## config.mk

```make
export PLATFORM = sky130hd
export DESIGN_NAME = shfi_ram
export DESIGN_NICKNAME = d
export VERILOG_FILES = /design/src/hdl/salted_hash_find_or_insert_macros.svh /design/src/hdl/shfi_ram.sv
export SDC_FILE = /design/constraint.sdc
export NUM_CORES = 1
export LEC_CHECK = 0
export ABC_AREA = 1
export ABC_CLOCK_PERIOD_IN_PS = 1100
export BUFFER_PORTS_ARGS = -buffer_cell sky130_fd_sc_hd__buf_2
export CORE_ASPECT_RATIO = 1.2
export CORE_UTILIZATION = 26
export CTS_BUF_LIST = sky130_fd_sc_hd__clkbuf_4 sky130_fd_sc_hd__clkbuf_8
export CTS_CLUSTER_DIAMETER = 150
export DETAILED_ROUTE_END_ITERATION = 12
export GPL_ROUTABILITY_DRIVEN = 0
export PLACE_DENSITY = 0.46
export SKIP_CTS_REPAIR_TIMING = 1
export SLEW_MARGIN = 20
export SYNTH_ARGS = -nofsm -noshare
export SYNTH_HDL_FRONTEND = slang
export SYNTH_SLANG_ARGS = --single-unit
export TNS_END_PERCENT = 20
```

## constraint.sdc

```tcl
create_clock -name i_clk -period 1.1 [get_ports i_clk]
set_input_delay 0.11 -clock i_clk [delete_from_list [all_inputs] [get_ports i_clk]]
set_output_delay 0.11 -clock i_clk [all_outputs]
set_load 0.005 [all_outputs]
```

## src/hdl/salted_hash_find_or_insert_macros.svh

```systemverilog
// ----------------------------------------------------------------------------
// Salted hash find-or-insert: assertion macros
// Concurrent assertion wrappers; empty when SYNTH is defined.
// ----------------------------------------------------------------------------
`ifndef SALTED_HASH_FIND_OR_INSERT_MACROS_SVH
`define SALTED_HASH_FIND_OR_INSERT_MACROS_SVH
`ifndef SYNTH
`define SHFI_ASSERT_IMP(lbl, clk, rst_n, ante, cons) \
    lbl: assert property (@(posedge clk) disable iff (!rst_n) (ante) |-> (cons)) \
        else $error("shfi assertion failed");
`define SHFI_ASSERT_NXT(lbl, clk, rst_n, ante, cons) \
    lbl: assert property (@(posedge clk) disable iff (!rst_n) (ante) |=> (cons)) \
        else $error("shfi assertion failed");
`else
`define SHFI_ASSERT_IMP(lbl, clk, rst_n, ante, cons)
`define SHFI_ASSERT_NXT(lbl, clk, rst_n, ante, cons)
`endif
`endif

```

## src/hdl/shfi_ram.sv

```systemverilog
// ----------------------------------------------------------------------------
// Salted hash find-or-insert: simple dual-port RAM
// One write port, one read port with registered read data.
// ----------------------------------------------------------------------------
`default_nettype none
module shfi_ram #(
    parameter int WIDTH = 8,
    parameter int AW    = 4
) (
    input  wire logic             i_clk,
    input  wire logic             i_rd_en,
    input  wire logic [AW-1:0]    i_rd_addr,
    output logic      [WIDTH-1:0] o_rd_data,
    input  wire logic             i_wr_en,
    input  wire logic [AW-1:0]    i_wr_addr,
    input  wire logic [WIDTH-1:0] i_wr_data
);

    logic [WIDTH-1:0] mem [0:(1 << AW)-1];

    always_ff @(posedge i_clk) begin
        if (i_wr_en) begin
            mem[i_wr_addr] <= i_wr_data;
        end
    end

    always_ff @(posedge i_clk) begin
        if (i_rd_en) begin
            o_rd_data <= mem[i_rd_addr];
        end
    end

endmodule
`default_nettype wire

```

# Yosys cells after proc, flatten, opt, wreduce, memory -nomap -nowiden
# Memory sizes are Yosys's and may differ from the RTL's. A register that Yosys moved wholly into a read port is not among the register bits.
# Cells that the tools add are included.
# totals
reg_bits	0
ramBits	128
out_inout_bits	8
memories	1
# classes
mux	2
# memory_table
memory	words	word_bits	read_ports	rd_ports_with_merged_regs	write_ports	line	rtl
mem	16	8	1	1	1	shfi_ram.sv:19	logic [WIDTH-1:0] mem [0:(1 << AW)-1];
# op_table
op	n
$mux W1	2

# Longest topological paths before layout
# Gate-level depths: netlist of run 1.
# depth
word_depth	2
ltp_mapped	8

# Least setup slack after synthesis of run 1
# No wires, ideal clock.
# synth_timing
path_kind	input to register
startpoint	input i_wr_addr[3]
endpoint	memory mem[4][0] (enable)
setup_ps	370
t_arrival_ps	691
setup_slack_ps	39
stages	2
path_buffers	0
cell_sequence	nand3b_1 > nor2_1
# synth_rtl
item	line	rtl
start: declaration	shfi_ram.sv:15	input wire logic [AW-1:0] i_wr_addr,
end: declaration	shfi_ram.sv:19	
# Straight into the memory's write port.

# Final worst setup path of run 1
# layout_timing
startpoint	register o_rd_data[2], read port of mem
endpoint	output o_rd_data[2]
# layout_rtl
item	line	rtl
start: declaration	shfi_ram.sv:13	output logic [WIDTH-1:0] o_rd_data,
# No word-level cell between the ends.

==> summary.md, run 1 <==
| Metric | Value |
|---|---|
| Status | finished with violations |
| Failing checks | setup timing |
| Final count of hold timing violations | 0 |
| Power share of the combinational group | 7.7% |
| Tmin final | 1.120 ns |
| # rows | 59 |
| Crit path DAT | 1.01 ns |
| Netlist cell types | 11 |
| Starting density of the core | 26.76% |
| Crit path max-delay family | flip-flops |
| Vias post-DR | 3,830 |
| Simple-gate portion of the synthesized area | 20.76% |
| Syn avg cell area | 10.61 um^2 |
| WP buf/inv | 1 |
| Remaining DRCs | 0 |
| Final net count | 631 |
| Hold Crit Class | input port to flip-flop |
| F_max | 892.9 MHz |
| Sw frac | 23.64% |
| Avg Vias per Cell | 4.260 |
| Area grow syn2layout | 21.46% |
| Vias in the first global route | 3,777 |
| Post-Syn Area | 0.005847 mm^2 |
| Relative slew margins | 70.67% |
| Max cap viols | 0 |
| Initial antenna violation count | 0 |
| CP startpoint kind | flip-flop |
| Grt total ovfl | 0 |
| Multiplexer area fraction after synthesis | 0% |
| Most common cell after layout, fill and taps aside | nand2_1 |
| CTS tree | done |
| XOR/XNOR share of the synthesized area | 0% |
| H-tree depth | 4 |
| Power Dens Cells | 1549 mW/mm^2 |
| Setup violators final | 6 |
| RSZ-0062 raised after global routing | yes |
| Slew @ Worst Pin | 0.4399 ns |
| Most frequent cells in the layout | nand2_1, edfxtp_1, inv_1 |
| Switch Pwr | 2.601 mW |
| Overall Power | 11.00 mW |
| Largest net degree at the start of global routing | 43 |
| WS Path Type | flip-flop to primary output |
| Sequential share of power | 53.3% |
| Slowest stage delay, CP | 0.43 ns |
| CP Cell Sequence | buf_2 |
| Complex-gate fraction of the synthesized area | 0% |
| Total track usage | 13.33% |
| Total negative slack | -0.05976 ns |
| Largest family of logic cells by synthesized area | simple AND/OR/NAND/NOR gates |
| Number of buffers added on ports | 26 |
| Post-synthesis sequential area ratio | 69.85% |
| I/O pins | 27 |
| Post-Synth Adder-Cell Area | 0% |
| Area of the multi-input gates | 0.001369 mm^2 |
| Final-report max-slew violation count | 0 |
| First-pass GRT wire length | 22.27 mm |
| Insertion delay to the later sink of the worst-skew pair | 0.44 ns |
| Die height | 166.3 um |
| Drt pass-1 iters | 6 |
| LEAKAGE | 3.024 nW |
| Register bit total from synthesis | 136 |
| Layout filler cell count | 2,253 |
| Clk pwr share | 39.0% |
| DP HPWL | 9.846 mm |
| CTS clk-pin slew, worst paths | 0.08 ns |
| Cell Int Power | 8.402 mW |
| Width of the die | 138.9 um |
| Core footprint | 0.02185 mm^2 |
| Skew final | 0.009715 ns |
| CP Data Required Time | 0.99 ns |
| DRT antenna net count | 0 |
| Root buf cell | clkbuf_8 |
| Max VDD drop | 0.0008233 V |
| Post-DR wirelength/cell | 16.56 um |
| Crit end category | primary output |
| Die area | 0.02309 mm^2 |
| DR iter-0 viols | 219 |
| Ys Warns | 0 |
| Period utilization | 101.8% |
| Clk buf depth | 2 |
| Synthesized Nets | 570 |
| CP max FO | 1 |
| CP max stage cell | edfxtp_1 |
| Final WL | 14.89 mm |
| Share of cells above drive strength 1 | 21.12% |
| Clk sinks | 136 |
| Inserted Diodes | 0 |
| Seq. cell area | 0.004084 mm^2 |
| Post-Synthesis Cells | 551 |
| Num CTS Buffers | 17 |
| Final Worst Setup Slack | -0.01996 ns |
sequential cells by signal, indices dropped and copies added (netlist names):
| signal | cells |
|---|---|
| o_rd_data | 8 |
| mem | 128 |
worst paths after layout:
path | startpoint | to | slack, ns | depth (start not counted)
min reg2reg | mem[14][3]$_DFFE_PP_ | o_rd_data[3]$_DFFE_PP_ | 0.76 | 6
max reg2reg | mem[3][1]$_DFFE_PP_ | o_rd_data[1]$_DFFE_PP_ | -0.01 | 6
max | o_rd_data[2]$_DFFE_PP_ | o_rd_data[2] | -0.02 | 1
min | i_rd_en | o_rd_data[0]$_DFFE_PP_ | 0.06 | 1
layout make-up:
cell class	instances	area share (%)
multi-input cells	289	19.27
inverters	102	5.391
well taps	274	4.827
flip-flops and latches	136	57.51
clock inverters	14	2.484
clock buffers	18	3.400
repair buffers	66	7.118
cells in the mapped netlist, drive strengths merged:
| library cell | instances | area, um^2 |
|---|---|---|
| nor2 | 17 | 63.81 |
| buf | 24 | 166.4 |
| nand3 | 97 | 485.5 |
| inv | 102 | 382.9 |
| edfxtp | 136 | 4084 |
| nand3b | 2 | 15.01 |
| nand2 | 173 | 649.4 |
cells by family after synthesis:
family	Yosys count
buffers and inverters	126
flip-flops	136
AND/OR/NAND/NOR	289
per-layer routing:
layer / up-vias / share of wire [%] / global-route usage, %
met5: - / 0 / 0
met4: 0 / 0.55 / 3.478
met3: 4 / 3.8 / 2.624
met2: 73 / 53 / 24.37
met1: 1853 / 43 / 15.85
li1: 1900 / - / -
stage by stage:
step           instance area [um^2]  hold slack, ns  std cells  utilization, %  setup slack [ns]
2_1_floorplan                  5847          0.2089        551               -           0.03916
4_1_cts                        6947         0.03519        899           31.79          -0.09859
5_1_grt                        7102         0.04110        899           32.50          -0.07344
3_5_place_dp                   6529          0.5092        867           29.88           -0.2400
6_report                       7102         0.05672        899           32.50          -0.01996
3_3_place_gp                   6529          0.5054        867           29.88           -0.2312
power by group through the flow:
| stage | Combinational [mW] | Clock [mW] | Sequential [mW] |
|---|---|---|---|
| after floorplan | 0.409 | 0 | 5.97 |
| after global placement | 0.811 | 0 | 5.98 |
| after detailed placement | 0.814 | 0 | 5.98 |
| after CTS | 0.816 | 4.36 | 5.87 |
| after global routing | 0.940 | 4.56 | 5.88 |
| final | 0.851 | 4.29 | 5.86 |
Note: power is estimated with default switching activity, not from simulation.
==> run 2, diff against run 1 <==
Settings changed: ABC_AREA 1 to 0, ABC_CLOCK_PERIOD_IN_PS 1100 to 1080, PLACE_DENSITY 0.46 to 0.44.
Clock period 1.1 ns to 1.08 ns, I/O delays scaled along.
==> run 2 against run 1 <==
  * The run still ends with setup timing left
  * Worst hold slack worse by 0.013 ns
  * Global-route usage down 1.8 points
  * Power down 5.6%
  * Utilization down 0.48 points
  * Critical path type is now flip-flop to flip-flop
  * Largest cell class unchanged
  * Largest power group unchanged
==> summary.md, run 2 <==
| Metric | Value |
|---|---|
| Status | finished with violations |
| Failing checks | setup timing |
| Tmin final | 1.415 ns |
| Setup violators final | 11 |
| Max VDD drop | 0.0007129 V |
| Largest Register | mem |
| LEAKAGE | 2.027 nW |
| Root buf cell | clkbuf_8 |
| CP Data Required Time | 1.26 ns |
| Top post-synthesis cells by area | edfxtp_1, mux4_2, mux4_1 |
| Ys Warns | 0 |
| Regs by FF count | mem x128, o_rd_data x8 |
| Starting density of the core | 26.65% |
| Grt total ovfl | 0 |
| WS Path Type | flip-flop to flip-flop |
| Die height | 157.3 um |
| Post-DR wirelength/cell | 19.17 um |
| Initial antenna violation count | 0 |
| Largest net degree at the start of global routing | 18 |
| Critical Path Source | mem[0][0]$_DFFE_PP_ |
| Most common cell after layout, fill and taps aside | edfxtp_1 |
| Register bit total from synthesis | 136 |
| Placement Cell Area | 0.005891 mm^2 |
| CP max FO | 1 |
| Total negative slack | -2.462 ns |
| Post-synth top area cell | edfxtp_1 |
| Hold Slack | 0.04387 ns |
| Hold path startpoint | i_rd_en |
| Final count of hold timing violations | 0 |
| First-pass GRT wire length | 16.64 mm |
| Post-Synthesis Cells | 229 |
| Final Worst Setup Slack | -0.3348 ns |
| Reg2Reg Launch Point | mem[0][0]$_DFFE_PP_ |
| Layout filler cell count | 1,916 |
| DP HPWL | 7.543 mm |
| Total track usage | 11.57% |
| Insertion delay to the later sink of the worst-skew pair | 0.44 ns |
| Width of the die | 131.4 um |
| Die area | 0.02068 mm^2 |
| Syn avg cell area | 22.83 um^2 |
| Top FF cell, synth | edfxtp_1 |
| RSZ-0062 raised after global routing | yes |
| Vias in the first global route | 2,656 |
| DR iter-0 viols | 248 |
| Remaining DRCs | 0 |
| Crit end category | flip-flop |
| F_max | 706.8 MHz |
| Count leader, synth | edfxtp_1 |
| Final net count | 314 |
| Num CTS Buffers | 17 |
| CP startpoint kind | flip-flop |
| Drt pass-1 iters | 4 |
| Worst Hold Path Cells | 1 |
| Synthesized Nets | 248 |
| Clk sinks | 136 |
| Critical R2R Capture | o_rd_data[0]$_DFFE_PP_ |
| Relative slew margins | 41.51% |
| Netlist cell types | 18 |
| Max cap viols | 0 |
| Post-Syn Area | 0.005228 mm^2 |
| Hold Crit Class | input port to flip-flop |
| CTS tree | done |
| Number of buffers added on ports | 26 |
| Power Dens Cells | 1653 mW/mm^2 |
| Core footprint | 0.01962 mm^2 |
| Ys async rst share | 0% |
| Flop2flop setup slack | -0.33 ns |
| Inserted Diodes | 0 |
| Post-synth top cells | edfxtp_1, mux4_2, a22oi_1 |
| Area grow syn2layout | 20.18% |
| CTS clk-pin slew, worst paths | 0.07 ns |
| Period utilization | 131.0% |
| Number of flip-flops under the largest register name | 128 |
| Slew @ Worst Pin | 0.8755 ns |
| DRT antenna net count | 0 |
| # rows | 56 |
| Post-synth EDFFs | 136 |
| Vias post-DR | 2,437 |
| Post-synth top area share | 78.12% |
| Final-report max-slew violation count | 0 |
| Placed cell count | 537 |
| Clk buf depth | 2 |
| Final WL | 10.91 mm |
| R2R cell count | 3 |
| H-tree depth | 4 |
| Worst Hold End | o_rd_data[3]$_DFFE_PP_ |
| Skew final | 0.004670 ns |
| Avg Vias per Cell | 4.283 |
| Post-Layout Inst Area | 0.006282 mm^2 |
| Final cell count without fillers | 569 |
| Crit path DAT | 1.60 ns |
| Most frequent cells in the layout | edfxtp_1, mux4_2, buf_2 |
| Post-synthesis sequential area ratio | 78.12% |
| I/O pins | 27 |
| Share of cells above drive strength 1 | 41.23% |
==> run 2: cells by family after synthesis <==
| group | after synthesis | share of synthesized area (%) |
|---|---|---|
| simple gates | 35 | 3.136 |
| buf+inv | 10 | 1.651 |
| compound gates | 16 | 2.298 |
| flops | 136 | 78.12 |
| mux | 32 | 14.79 |
==> run 2: metal layers <==
layer  GRT usage [%]  share of wire [%]  wire, um  up-vias
met4           5.648                1.8       201        0
met1           13.67                 44      4803     1269
li1                -                  -         -     1099
met2           19.40                 50      5459       56
met5               0                  0         0        -
met3           3.285                4.1       442       13
==> run 2: worst max path at each step <==
stage / endpoint / depth (start not counted)
2_1_floorplan: o_rd_data[1]$_DFFE_PP_ / 5
3_3_place_gp: o_rd_data[1]$_DFFE_PP_ / 5
3_5_place_dp: o_rd_data[1]$_DFFE_PP_ / 5
4_1_cts: o_rd_data[0]$_DFFE_PP_ / 3
5_1_grt: o_rd_data[0]$_DFFE_PP_ / 3
6_report: o_rd_data[0]$_DFFE_PP_ / 3
==> run 2: power breakdown <==
group,switching (mW),leakage [nW],internal (mW)
clock,1.80,0.182,2.00
sequential,0.0321,1.24,5.94
combinational,0.336,0.609,0.283
total,2.16,2.03,8.22
==> run 2: cell type report <==
class	instances	area, um^2	share of cell area, %
timing repair buffer	57	450.4	7.170
clock inverter	14	113.9	1.812
clock buffer	18	241.5	3.844
multi-input combinational	83	1066	16.97
tap	261	326.6	5.198
sequential	136	4084	65.01
==> run 2: worst max-delay path: stages (launching register included) <==
cell	delay, ns
edfxtp_1	0.38
mux4_2	0.48
a22oi_2	0.25
nand2_1	0.07
==> run 2: per-stage QoR <==
stage | power, mW | worst slack, ns | utilization (%)
2_1_floorplan | 6.413 | -0.2284 | -
3_3_place_gp | 6.697 | -0.6681 | 30.03
3_5_place_dp | 6.711 | -0.6573 | 30.03
4_1_cts | 10.50 | -0.3982 | 31.84
5_1_grt | 10.77 | -0.3797 | 32.02
6_report | 10.39 | -0.3348 | 32.02
==> run 3, diff against run 2 <==
Settings changed: CORE_ASPECT_RATIO 1.2 to default.
==> run 3 against run 2 <==
  * Power down 4.7%
  * The flow still finishes with violations (setup timing)
  * Sequential cell count stayed put
  * Critical path depth unchanged
  * Utilization up 0.17 points
  * Die area barely moved
  * Clock power down 14%
  * Maximum frequency increased by 1.3%
==> summary.md, run 3 (synthesized netlist as in run 2, its figures left out) <==
| Metric | Value |
|---|---|
| Die height | 143.8 um |
| # rows | 51 |
| Final count of hold timing violations | 0 |
| Share of cells above drive strength 1 | 41.50% |
| Width of the die | 143.8 um |
| Final-report max-slew violation count | 0 |
| R2R cell count | 3 |
| DR iter-0 viols | 164 |
| Largest net degree at the start of global routing | 17 |
| Setup violators final | 13 |
| CP Data Required Time | 1.25 ns |
| LEAKAGE | 2.030 nW |
| Power Dens Cells | 1569 mW/mm^2 |
| Hold path startpoint | i_wr_data[5] |
| Clk sinks | 136 |
| CTS tree | done |
| Total negative slack | -2.396 ns |
| CP startpoint kind | flip-flop |
| Largest Register | mem |
| Final net count | 315 |
| Vias in the first global route | 2,666 |
| GRT met1 Usage | 15.54% |
| Final Worst Setup Slack | -0.3163 ns |
| Status | finished with violations |
| Slew @ Worst Pin | 1.031 ns |
| Total track usage | 11.87% |
| Post-Layout Inst Area | 0.006307 mm^2 |
| Placement Cell Area | 0.005966 mm^2 |
| DP HPWL | 7.381 mm |
| CP max FO | 1 |
| Most common cell after layout, fill and taps aside | edfxtp_1 |
| Crit path DAT | 1.57 ns |
| DRT antenna net count | 0 |
| Remaining DRCs | 0 |
| Core footprint | 0.01959 mm^2 |
| WS Path Type | flip-flop to flip-flop |
| Hold Crit Class | input port to flip-flop |
| Flop2flop setup slack | -0.32 ns |
| Die area | 0.02068 mm^2 |
| Root buf cell | clkbuf_8 |
| Relative slew margins | 31.01% |
| I/O pins | 27 |
| Area grow syn2layout | 20.66% |
| Number of flip-flops under the largest register name | 128 |
| Insertion delay to the later sink of the worst-skew pair | 0.43 ns |
| Max cap viols | 0 |
| Num CTS Buffers | 17 |
| Drt pass-1 iters | 4 |
| Overall Power | 9.898 mW |
| Starting density of the core | 26.68% |
| F_max | 716.2 MHz |
| Busiest grt layer | met2 |
| Skew final | 0.005751 ns |
| CTS clk-pin slew, worst paths | 0.07 ns |
| Vias post-DR | 2,415 |
| Layout filler cell count | 1,913 |
| Inserted Diodes | 0 |
| Worst Hold End | mem[13][5]$_DFFE_PP_ |
| H-tree depth | 4 |
| GRT met3 Usage | 3.899% |
| Reg2Reg Launch Point | mem[10][0]$_DFFE_PP_ |
| Period utilization | 129.3% |
| Avg Vias per Cell | 4.229 |
| Most frequent cells in the layout | edfxtp_1, mux4_2, buf_2 |
| Critical R2R Capture | o_rd_data[0]$_DFFE_PP_ |
| Number of buffers added on ports | 26 |
| Failing checks | setup timing |
| Grt total ovfl | 0 |
| RSZ-0062 raised after global routing | yes |
| Post-DR wirelength/cell | 19.26 um |
| Clk buf depth | 2 |
| Final WL | 11.00 mm |
| Worst Hold Path Cells | 1 |
| M2 GR Usage | 18.52% |
| Pre-CTS setup slack | -0.6735 ns |
| Regs by FF count | mem x128, o_rd_data x8 |
| Tmin final | 1.396 ns |
| Initial antenna violation count | 1 |
| Max VDD drop | 0.0006574 V |
| First-pass GRT wire length | 16.77 mm |
| Crit end category | flip-flop |
## run 3: cell count changes in the layout (fill, tap and decap cells not counted), moves of 2 or more
cell / before / now
buf_12: 7 / 12
buf_4: 24 / 20
bufinv_16: 2 / 0
clkbuf_4: 1 / 3
## run 3: worst max-delay path, cell delays in order (launching register included)
cell,delay (ns)
edfxtp_1,0.36
mux4_2,0.47
a22oi_2,0.22
nand2_1,0.09
## run 3: cell type report
type / count / area, um^2 / area share [%]
Timing Repair Buffer: 58 / 526.8 / 8.352
Clock inverter: 9 / 37.54 / 0.5951
Tap cell: 265 / 331.6 / 5.257
Clock buffer: 20 / 256.5 / 4.067
Multi-Input combinational cell: 83 / 1071 / 16.98
Sequential cell: 136 / 4084 / 64.75
## run 3: how the worst max path moves through the flow
stage	to	startpoint	slack, ns	cells past startpoint
floorplan	o_rd_data[1]$_DFFE_PP_	i_rd_addr[0]	-0.23	5
global placement	o_rd_data[0]$_DFFE_PP_	i_rd_addr[0]	-0.65	6
detailed placement	o_rd_data[0]$_DFFE_PP_	i_rd_addr[0]	-0.67	6
CTS	o_rd_data[0]$_DFFE_PP_	mem[10][0]$_DFFE_PP_	-0.44	3
global route	o_rd_data[7]$_DFFE_PP_	mem[2][7]$_DFFE_PP_	-0.37	3
finish	o_rd_data[0]$_DFFE_PP_	mem[10][0]$_DFFE_PP_	-0.32	3
## run 3: metal layers
layer  share of wire (%)  wire length, um
met4                0.95              104
met2                  48             5261
met5                0.10               11
met1                  47             5125
met3                 4.5              494
## run 3: power by group
group	internal, mW	switching [mW]
logic	0.319	0.343
clock network	1.56	1.70
registers	5.94	0.0361
total	7.82	2.08
## run 3: stage by stage
stage	instances	utilization (%)	hold WS (ns)
2_1_floorplan	229	-	0.2069
3_3_place_gp	542	30.45	0.4955
3_5_place_dp	542	30.45	0.4971
4_1_cts	571	31.95	0.02952
5_1_grt	571	32.20	0.04558
6_report	571	32.20	0.05504
