--- config.mk ---
export PLATFORM = sky130hd
export DESIGN_NAME = shfi_ctrl
export DESIGN_NICKNAME = d
export VERILOG_FILES = /design/src/hdl/shfi_pkg.sv /design/src/hdl/shfi_ctrl.sv
export VERILOG_INCLUDE_DIRS = /design/src /design/src/hdl
export SDC_FILE = /design/constraint.sdc
export NUM_CORES = 1
export LEC_CHECK = 0
export BUFFER_PORTS_ARGS = -buffer_cell sky130_fd_sc_hd__clkbuf_2
export CORE_AREA = 2 2 156 158
export DETAILED_ROUTE_END_ITERATION = 10
export DIE_AREA = 0 0 158 160
export GPL_ROUTABILITY_DRIVEN = 0
export MAX_ROUTING_LAYER = met4
export PLACE_DENSITY = 0.72
export REMOVE_ABC_BUFFERS = 1
export SETUP_SLACK_MARGIN = 0.1
export SYNTH_ARGS = -nofsm -noshare
export SYNTH_HDL_FRONTEND = slang
export SYNTH_SLANG_ARGS = --single-unit
--- constraint.sdc ---
create_clock -name i_clk -period 9.6 [get_ports i_clk]
set_clock_uncertainty 0.05 [all_clocks]
set_input_delay 1.92 -clock i_clk [delete_from_list [all_inputs] [get_ports i_clk]]
set_output_delay 1.92 -clock i_clk [all_outputs]
set_load 0.02 [all_outputs]
--- src/hdl/salted_hash_find_or_insert_macros.svh ---
// ----------------------------------------------------------------------------
// Salted hash find-or-insert: assertion macros
// Concurrent assertion wrappers; empty when SYNTH is defined.
// ----------------------------------------------------------------------------
`ifndef SALTED_HASH_FIND_OR_INSERT_MACROS_SVH
`define SALTED_HASH_FIND_OR_INSERT_MACROS_SVH
`ifndef SYNTH
`define SHFI_ASSERT_IMP(lbl, clk, rst_n, ante, cons) \
    lbl: assert property (@(posedge clk) disable iff (!rst_n) (ante) |-> (cons)) \
        else $error("shfi assertion failed");
`define SHFI_ASSERT_NXT(lbl, clk, rst_n, ante, cons) \
    lbl: assert property (@(posedge clk) disable iff (!rst_n) (ante) |=> (cons)) \
        else $error("shfi assertion failed");
`else
`define SHFI_ASSERT_IMP(lbl, clk, rst_n, ante, cons)
`define SHFI_ASSERT_NXT(lbl, clk, rst_n, ante, cons)
`endif
`endif

--- src/hdl/shfi_pkg.sv ---
// ----------------------------------------------------------------------------
// Salted hash find-or-insert: package
// Widths, op codes and memory request types shared by the block.
// ----------------------------------------------------------------------------
`default_nettype none
package shfi_pkg;

    localparam int SLOT_AW        = 12;
    localparam int TABLE_SLOTS    = 1 << SLOT_AW;
    localparam int ROW_W          = 12;
    localparam int MAX_ROWS       = 1 << ROW_W;
    localparam int KEY_W          = 64;
    localparam int HASH_W         = 64;
    localparam int SALT_W         = 16;
    localparam int SALT_LSB       = 48;
    localparam int STEP_LSB       = 59;
    localparam int STEP_W         = HASH_W - STEP_LSB;
    localparam int OP_W           = 2;
    localparam int CAP_LOG2_W     = 4;
    localparam int CAP_LOG2_MIN   = 5;
    localparam int CAP_LOG2_MAX   = SLOT_AW;
    localparam int CAP_LOG2_RESET = 12;
    localparam int CNT_W          = SLOT_AW + 1;

    typedef enum logic [OP_W-1:0] {
        OP_FIND_INSERT = 2'd0,
        OP_PLACE       = 2'd1,
        OP_CLEAR       = 2'd2,
        OP_NONE        = 2'd3
    } t_op;

    typedef struct packed {
        logic              valid;
        logic [SALT_W-1:0] salt;
        logic [ROW_W-1:0]  row;
    } t_entry;

    localparam int ENTRY_W = $bits(t_entry);

    typedef struct packed {
        logic               rd_en;
        logic [SLOT_AW-1:0] rd_addr;
        logic               wr_en;
        logic [SLOT_AW-1:0] wr_addr;
        t_entry             wr_data;
    } t_slot_req;

    typedef struct packed {
        logic             rd_en;
        logic [ROW_W-1:0] rd_addr;
        logic             wr_en;
        logic [ROW_W-1:0] wr_addr;
        logic [KEY_W-1:0] wr_data;
    } t_key_req;

endpackage
`default_nettype wire

--- src/hdl/shfi_ctrl.sv ---
// ----------------------------------------------------------------------------
// Salted hash find-or-insert: probe controller
// Walks the double-hash probe sequence over the slot and key memories,
// claims empty slots, runs the clearing sweep and registers the result.
// ----------------------------------------------------------------------------
`default_nettype none
`include "salted_hash_find_or_insert_macros.svh"
module shfi_ctrl (
    input  wire logic                           i_clk,
    input  wire logic                           i_rst_n,
    input  wire logic                           i_start,
    output logic                                o_busy,
    input  wire shfi_pkg::t_op                  i_op,
    input  wire logic [shfi_pkg::HASH_W-1:0]    i_hash,
    input  wire logic [shfi_pkg::ROW_W-1:0]     i_row_index,
    input  wire logic [shfi_pkg::KEY_W-1:0]     i_group_key,
    input  wire logic                           i_cfg_we,
    input  wire logic [shfi_pkg::CAP_LOG2_W-1:0] i_cfg_wdata,
    output shfi_pkg::t_slot_req                 o_slot_req,
    input  wire shfi_pkg::t_entry               i_slot_q,
    output shfi_pkg::t_key_req                  o_key_req,
    input  wire logic [shfi_pkg::KEY_W-1:0]     i_key_q,
    output logic                                o_valid,
    output logic [shfi_pkg::ROW_W-1:0]          o_found_row,
    output logic                                o_inserted,
    output logic                                o_status,
    output logic                                o_resize_advised
);
    import shfi_pkg::*;

    typedef enum logic [1:0] {
        S_CLEAR,
        S_IDLE,
        S_SLOT,
        S_KEY
    } t_state;

    t_state                r_state, n_state;
    t_op                   r_op;
    logic [ROW_W-1:0]      r_row;
    logic [KEY_W-1:0]      r_key;
    logic [SALT_W-1:0]     r_salt, n_salt;
    logic [SLOT_AW-1:0]    r_step, n_step;
    logic [SLOT_AW-1:0]    r_slot, n_slot;
    logic [CNT_W-1:0]      r_tries, n_tries;
    logic [ROW_W-1:0]      r_erow, n_erow;
    logic [CNT_W-1:0]      r_count, n_count;
    logic [SLOT_AW-1:0]    r_clr_cnt, n_clr_cnt;
    logic                  r_clr_item, n_clr_item;
    logic [CAP_LOG2_W-1:0] r_cap_log2;
    logic                  r_valid, n_valid;
    logic [ROW_W-1:0]      r_found, n_found;
    logic                  r_ins, n_ins;
    logic                  r_status, n_status;
    logic                  r_resize, n_resize;

    logic [CAP_LOG2_W-1:0] lg_c;
    logic [CNT_W-1:0]      cap;
    logic [SLOT_AW-1:0]    mask;
    logic [SLOT_AW-1:0]    next_slot;
    logic [CNT_W-1:0]      tries_inc;
    logic [CNT_W+1:0]      occ3;
    logic [CNT_W+1:0]      cap2;
    t_slot_req             slot_req;
    t_key_req              key_req;

    always_comb begin
        if (r_cap_log2 < CAP_LOG2_W'(CAP_LOG2_MIN)) begin
            lg_c = CAP_LOG2_W'(CAP_LOG2_MIN);
        end else if (r_cap_log2 > CAP_LOG2_W'(CAP_LOG2_MAX)) begin
            lg_c = CAP_LOG2_W'(CAP_LOG2_MAX);
        end else begin
            lg_c = r_cap_log2;
        end
        cap  = CNT_W'(1) << lg_c;
        mask = SLOT_AW'(cap - CNT_W'(1));
    end

    assign next_slot = (r_slot + r_step) & mask;
    assign tries_inc = r_tries + CNT_W'(1);

    always_comb begin
        n_state    = r_state;
        n_salt     = r_salt;
        n_step     = r_step;
        n_slot     = r_slot;
        n_tries    = r_tries;
        n_erow     = r_erow;
        n_count    = r_count;
        n_clr_cnt  = r_clr_cnt;
        n_clr_item = r_clr_item;
        n_valid    = 1'b0;
        n_found    = r_found;
        n_ins      = r_ins;
        n_status   = r_status;
        slot_req   = '0;
        key_req    = '0;

        case (r_state)
            S_CLEAR: begin
                slot_req.wr_en   = 1'b1;
                slot_req.wr_addr = r_clr_cnt;
                n_clr_cnt        = r_clr_cnt + SLOT_AW'(1);
                if (r_clr_cnt == '1) begin
                    n_state    = S_IDLE;
                    n_clr_item = 1'b0;
                    n_valid    = r_clr_item;
                    n_found    = '0;
                    n_ins      = 1'b0;
                    n_status   = 1'b0;
                end
            end
            S_IDLE: begin
                if (i_start) begin
                    n_salt  = i_hash[SALT_LSB +: SALT_W];
                    n_step  = SLOT_AW'(i_hash[HASH_W-1 -: STEP_W]) | SLOT_AW'(1);
                    n_slot  = i_hash[SLOT_AW-1:0] & mask;
                    n_tries = '0;
                    case (i_op)
                        OP_FIND_INSERT, OP_PLACE: begin
                            slot_req.rd_en   = 1'b1;
                            slot_req.rd_addr = i_hash[SLOT_AW-1:0] & mask;
                            n_state          = S_SLOT;
                        end
                        OP_CLEAR: begin
                            n_state    = S_CLEAR;
                            n_clr_cnt  = '0;
                            n_clr_item = 1'b1;
                            n_count    = '0;
                        end
                        default: begin
                            n_valid  = 1'b1;
                            n_found  = '0;
                            n_ins    = 1'b0;
                            n_status = 1'b0;
                        end
                    endcase
                end
            end
            S_SLOT, S_KEY: begin
                if (r_state == S_SLOT && !i_slot_q.valid) begin
                    // empty slot: claim it
                    slot_req.wr_en        = 1'b1;
                    slot_req.wr_addr      = r_slot;
                    slot_req.wr_data.valid = 1'b1;
                    slot_req.wr_data.salt = r_salt;
                    slot_req.wr_data.row  = r_row;
                    key_req.wr_en         = 1'b1;
                    key_req.wr_addr       = r_row;
                    key_req.wr_data       = r_key;
                    n_count               = r_count + CNT_W'(1);
                    n_state               = S_IDLE;
                    n_valid               = 1'b1;
                    n_found               = r_row;
                    n_ins                 = 1'b1;
                    n_status              = 1'b0;
                end else if (r_state == S_SLOT && r_op == OP_FIND_INSERT
                             && i_slot_q.salt == r_salt) begin
                    key_req.rd_en   = 1'b1;
                    key_req.rd_addr = i_slot_q.row;
                    n_erow          = i_slot_q.row;
                    n_state         = S_KEY;
                end else if (r_state == S_KEY && i_key_q == r_key) begin
                    n_state  = S_IDLE;
                    n_valid  = 1'b1;
                    n_found  = r_erow;
                    n_ins    = 1'b0;
                    n_status = 1'b0;
                end else if (tries_inc == cap) begin
                    // every slot probed: table full
                    n_state  = S_IDLE;
                    n_valid  = 1'b1;
                    n_found  = '0;
                    n_ins    = 1'b0;
                    n_status = 1'b1;
                end else begin
                    slot_req.rd_en   = 1'b1;
                    slot_req.rd_addr = next_slot;
                    n_slot           = next_slot;
                    n_tries          = tries_inc;
                    n_state          = S_SLOT;
                end
            end
            default: begin
                n_state = S_IDLE;
            end
        endcase

        occ3     = {2'b00, n_count} + {1'b0, n_count, 1'b0};
        cap2     = {1'b0, cap, 1'b0};
        n_resize = (occ3 >= cap2);
    end

    always_ff @(posedge i_clk) begin
        if (!i_rst_n) begin
            r_state    <= S_CLEAR;
            r_clr_cnt  <= '0;
            r_clr_item <= 1'b0;
            r_count    <= '0;
            r_cap_log2 <= CAP_LOG2_W'(CAP_LOG2_RESET);
            r_valid    <= 1'b0;
        end else begin
            r_state    <= n_state;
            r_clr_cnt  <= n_clr_cnt;
            r_clr_item <= n_clr_item;
            r_count    <= n_count;
            r_valid    <= n_valid;
            if (i_cfg_we) begin
                r_cap_log2 <= i_cfg_wdata;
            end
            if (r_state == S_IDLE && i_start) begin
                r_op  <= i_op;
                r_row <= i_row_index;
                r_key <= i_group_key;
            end
            r_salt  <= n_salt;
            r_step  <= n_step;
            r_slot  <= n_slot;
            r_tries <= n_tries;
            r_erow  <= n_erow;
            if (n_valid) begin
                r_found  <= n_found;
                r_ins    <= n_ins;
                r_status <= n_status;
                r_resize <= n_resize;
            end
        end
    end

    assign o_busy           = (r_state != S_IDLE);
    assign o_slot_req       = slot_req;
    assign o_key_req        = key_req;
    assign o_valid          = r_valid;
    assign o_found_row      = r_found;
    assign o_inserted       = r_ins;
    assign o_status         = r_status;
    assign o_resize_advised = r_resize;

    `SHFI_ASSERT_IMP(a_done_idle, i_clk, i_rst_n, r_valid, r_state == S_IDLE)
    `SHFI_ASSERT_IMP(a_slot_wr_state, i_clk, i_rst_n, slot_req.wr_en,
        r_state == S_SLOT || r_state == S_CLEAR)
    `SHFI_ASSERT_IMP(a_key_wr_claim, i_clk, i_rst_n, key_req.wr_en,
        slot_req.wr_en && slot_req.wr_data.valid)
    `SHFI_ASSERT_IMP(a_key_after_slot, i_clk, i_rst_n, r_state == S_KEY,
        $past(r_state) == S_SLOT)
    `SHFI_ASSERT_NXT(a_clear_start, i_clk, i_rst_n,
        i_start && r_state == S_IDLE && i_op == OP_CLEAR,
        r_state == S_CLEAR && r_count == '0)
    `SHFI_ASSERT_IMP(a_count_bound, i_clk, i_rst_n, 1'b1,
        r_count <= CNT_W'(TABLE_SLOTS))

endmodule
`default_nettype wire

* Word level (Yosys, flattened, before mapping) *
Index checks and enable logic that the tools add are counted.

storage, ports and cells
  register bits after elaboration = 183
  bits of input ports = 243
  output and inout port bits = 162
  logic and storage cells = 150

cells by class
  $add $sub $neg = 6
  order comparisons = 3
  eq/ne operators = 21
  shift-type cells = 1
  mux-type cells = 75
  bitwise gates (word level) = 3
  reduce and logical (&&, ||, !) cells = 23

operators with widths
  operator                                          number
  two-way mux 13 bit                                16
  two-way mux 12 bit                                14
  case mux 13 bit (2 select lines)                  4
  two-way mux 90 bit                                1
  two-way mux 77 bit                                1
  equality test 64 bit                              1
  case mux 12 bit (2 select lines)                  2
  two-way mux 42 bit                                1
  case mux 12 bit (3 select lines)                  1
  two-way mux 29 bit                                1
  adder 13 x 1 -> 13 bit, second input constant     2
  AND 12 bit                                        2
  two-way mux 1 bit                                 20
  equality test 16 bit                              1
  adder 13 x 14 -> 15 bit                           1
  >= comparator 15 x 14 -> 1 bit                    1
  inequality test 2 bit, second input constant      7
  AND reduction 7 bit                               2
  equality test 13 bit                              1
  << shifter 1 x 4 -> 13 bit, first input constant  1
  adder 12 x 1 -> 12 bit, second input constant     1
  adder 12 x 5 -> 12 bit                            1
  equality test 12 bit, second input constant       1
  two-way mux 2 bit                                 6
  24 further kinds                                  43

* Logic depth before layout (Yosys ltp) *
  depth after elaboration = 11
  gate-level depth with buffers = 21

* Least setup slack after synthesis *
No wires, ideal clock.

  path kind = input port to flip-flop
  start = input i_key_q[57] in the netlist's numbering
  end = register r_slot[0] (enable)
  library setup time = 0.543 ns
  data arrival time = 6.503 ns
  setup slack = 2.504 ns
  cell stages on the path = 6
  path buffers = 0
  cells stage by stage = nand2b_1 o2111ai_1 nor4_1 nand4_1 o31ai_1 a2111oi_0

on the way
  longest elaborated chain between the ends = 4

RTL lines
  what                                    RTL line          RTL
  start, declared                         shfi_ctrl.sv:22   input wire logic [shfi_pkg::KEY_W-1:0] i_key_q,
  equality test 64 bit                    shfi_ctrl.sv:163  end else if (r_state == S_KEY && i_key_q == r_key) begin
  logical AND 1 bit                       shfi_ctrl.sv:163
  inequality test 2 bit (no source line)  -
  AND reduction 7 bit (no source line)    -
  end signal, assigned                    shfi_ctrl.sv:218  r_slot <= n_slot;
  end, declared                           shfi_ctrl.sv:44   logic [SLOT_AW-1:0] r_slot, n_slot;

No other way between the ends.
A chain may end at the register's enable or synchronous reset.

* Final worst setup path *
  start = input i_slot_q[28] in the netlist's numbering
  end = register r_resize (netlist: o_resize_advised) (data pin)

on the way
  longest elaborated chain between the ends = 6

RTL lines
  what                              RTL line          RTL
  start, declared                   shfi_ctrl.sv:20   input wire shfi_pkg::t_entry i_slot_q,
  zero test 1 bit                   shfi_ctrl.sv:141  if (r_state == S_SLOT && !i_slot_q.valid) begin
  logical AND 1 bit                 shfi_ctrl.sv:141
  two-way mux 13 bit                shfi_ctrl.sv:141
  case mux 13 bit (2 select lines)  shfi_ctrl.sv:99   case (r_state)
  via n_count[6]                    shfi_ctrl.sv:47   logic [CNT_W-1:0] r_count, n_count;
  adder 13 x 14 -> 15 bit           shfi_ctrl.sv:189  occ3 = {2'b00, n_count} + {1'b0, n_count, 1'b0};
  >= comparator 15 x 14 -> 1 bit    shfi_ctrl.sv:191  n_resize = (occ3 >= cap2);
  via n_resize                      shfi_ctrl.sv:55   logic r_resize, n_resize;
  end signal, assigned              shfi_ctrl.sv:225  r_resize <= n_resize;
  end, declared                     shfi_ctrl.sv:55

The timed path passes the listed nets, and every way through them passes these cells.

==> impl_metrics.yaml <==
outcome:
  status: "finished clean"
setup_path:
  reg2reg_depth: 20
  cp_slowest_cell: "or3b_2"
  required_ns: 9.70
  crit_type: "input port to register"
  critPathLaunch: "i_slot_q[28]"
  r2r_slack_ns: 3.43
  reg2reg_from: "r_state[1]$_SDFFE_PN0P_"
  worst_path_largest_cell_delay_ns: 0.73
  crit_arrival_ns: 7.28
  crit_path_start_kind: "input port"
  end_kind: "register"
  cp_max_fo: 94
  path_cells: "clkbuf_2, or3b_2, inv_2, buf_4, and3_1, and2_1, nand2_1, xor2_1, nor2_1, ha_1, or2_2, a21oi_1, a21oi_1, a41o_1, o41a_1, xor2_1, ha_1, nor2b_1, a2111oi_0, o211ai_1"
clocking:
  tritoncts: "yes"
  cts_max_level: 4
  hold_buffers: 0
  ctsResizeCount: 0
  clkTransAtPathRegs_ns: 0.07
  cts_setup_buffers: 0
  clock_latency_ns: 0.44
  clock-root-buffer: "clkbuf_16"
  cts_buffers: 17
  cts.sinks: 179
  cts_buffer_depth: 2
drt:
  drc: 0
  detailedRoute.firstPassIterationCount: 5
  wirelength_mm: 30.08
  vias: 8451
  avgRoutedWirePerCell_um: 18.34
  vias_per_cell: 5.153
  drt.antenna.violating_nets: 0
  drt-initial-drc-count: 497
timing:
  tightestPinTransition_ns: 1.051
  fin_crit_sh: 0.7476
  rsz0062_at_grt: "no"
  drv_slew: 0
  setup_tns_ns: 0
  finalSetupViolations: 0
  period_minus_slack_ns: 7.177
  slew_headroom: 0.2965
  finalHoldViolCount: 0
  max_freq_mhz: 139.3
logic_synthesis:
  synth_edf_count: 146
  seq_area_frac_synth: 0.4953
  synth_ff_type: "edfxtp_1"
  netlist_area_mm2: 0.01019
  synth.largest_area_cell: "edfxtp_1"
  synth_top_cell_area_share: 0.4304
  ys_async_sr_fraction: 0
  synth_commonest_cells: "edfxtp_1 (146), and2_1 (96), nor2_1 (89)"
  yosysWarnings: 0
  ys_types: 71
  ys_ff_latch: 179
  syn_avg_cell_area_um2: 10.73
  yosys.cell_count.top_type: "edfxtp_1"
  synthTopCellsByArea: "edfxtp_1 (43%), dfxtp_1 (6.5%), xnor2_1 (6.4%)"
  syn_inst: 949
global_route:
  grt_max_degree: 95
  overflow: 0
  grtUsageTotal: 0.2343
  grt_pass1_vias: 7986
  antenna_found_initial: 3
  grt_first_pass_wirelength_mm: 43.76
power_and_ir_drop:
  pwr-share-comb: 0.059
  intPower_w: 0.001238
  p_leak_nw: 5.707
  p_switching_w: 0.0003900
  power.density_mw_per_mm2: 126.5
  total_power_w: 0.001628
  ir_drop_mv: 0.09233
  swShare: 0.2395
  p_clk_frac: 0.423
  seqPwrFrac: 0.518
hold_path:
  min_path_cells: 2
  hold_start: "r_clr_item$_SDFFE_PN0P_"
  hp-class: "register to register"
layout:
  area_delta_synth_final_pct: 26.38
  final_core_util: 0.5404
  finalNonFillerCells: 1640
  nets: 1580
  finalInstanceArea_mm2: 0.01287
  drive_above_1_share: 0.3328
placed_design:
  port_buffers: 368
  dp_hpwl_mm: 23.04
  place_area_mm2: 0.01228
  dp_cells: 1605
die:
  fp.dieW_um: 158
  die_h_um: 160
  die_area_mm2: 0.02528
  initial_core_util: 0.4276
  rows: 57
  num_io_pins: 405
  core_mm2: 0.02382
job:
  maxCapViolCount: 0
-- power by group through the flow --
stage / logic, W / clock network (W) / registers (W)
finish: 0.0000968 / 0.000688 / 0.000843
global route: 0.000106 / 0.000732 / 0.000843
CTS: 0.0000962 / 0.000704 / 0.000843
floorplan: 0.0000375 / 0 / 0.000859
detailed placement: 0.0000950 / 0 / 0.000861
global placement: 0.0000921 / 0 / 0.000860
-- cells by family (layout without fill, tap and decap cells) --
family / Yosys count / in the layout / share of synthesized area
simple gates: 380 / 380 / 0.2050
compound gates: 136 / 136 / 0.09311
flops: 179 / 179 / 0.4953
mux: 4 / 4 / 0.004054
fa+ha+maj: 37 / 37 / 0.04692
buf+inv: 77 / 436 / 0.03562
xor+xnor: 134 / 134 / 0.1193
other cells: 2 / 10 / 0.0007373
-- layer usage --
layer,up-vias,part of all wire,track usage
met2,281,0.51,0.3960
met4,0,0.036,0.1126
li1,4089,-,-
met1,4023,0.39,0.2624
met3,58,0.069,0.04966
met5,-,0,-
-- flip-flops by register name (all words and copies together), names as in the netlist, 2 cells and up --
register	cells
r_key	64
r_salt	16
r_count	13
r_tries	13
o_found_row	12
r_clr_cnt	12
r_erow	12
r_row	12
r_slot	12
r_cap_log2	4
r_op	2
r_state	2
-- stage by stage --
stage                     setup WS (ns)  hold WS, ns
final                             2.423       0.4410
after global placement            2.096       0.4141
after floorplan                   2.331       0.4010
after detailed placement          2.016       0.4241
after CTS                         2.441       0.4401
after global routing              1.918       0.4780
-- critical path: cells and delay by family --
kind,cells,cell delay [ns]
AO/OA/AOI/OAI,6,1.46
XOR/XNOR,2,0.33
adder cells (fa/ha/maj),2,0.66
buffers and inverters,3,1.00
AND/OR/NAND/NOR,7,1.89
-- final timing paths --
path | to
min | r_clr_item$_SDFFE_PN0P_
min reg2reg | r_clr_item$_SDFFE_PN0P_
max reg2reg | o_resize_advised$_DFFE_PP_
max | o_resize_advised$_DFFE_PP_
-- layout by cell type, fill, tap and decap left out, drive strengths merged, types with 19 or more instances in the layout --
| master | Yosys | layout |
|---|---|---|
| dfxtp | 33 | 33 |
| inv | 24 | 33 |
| o21ai | 21 | 21 |
| xor2 | 57 | 57 |
| edfxtp | 146 | 146 |
| nand4 | 26 | 26 |
| a21oi | 35 | 35 |
| a21o | 19 | 19 |
| and2 | 96 | 96 |
| nand2 | 54 | 54 |
| nor2 | 89 | 89 |
| clkbuf | 28 | 385 |
| and3 | 20 | 20 |
| nand3 | 24 | 24 |
| nor3 | 23 | 23 |
| xnor2 | 74 | 74 |
| ha | 35 | 35 |
-- layout make-up --
cell class              count  area (um2)
fillers                  2182       10950
flip-flops and latches    179        5045
multi-input cells         698        4820
repair buffers            378        1917
clock buffers              17       425.4
well taps                 324       405.4
clock inverters            15       156.4
inverters                  26       97.59
diodes                      3       7.507
Power figures use the tool's default switching activity.
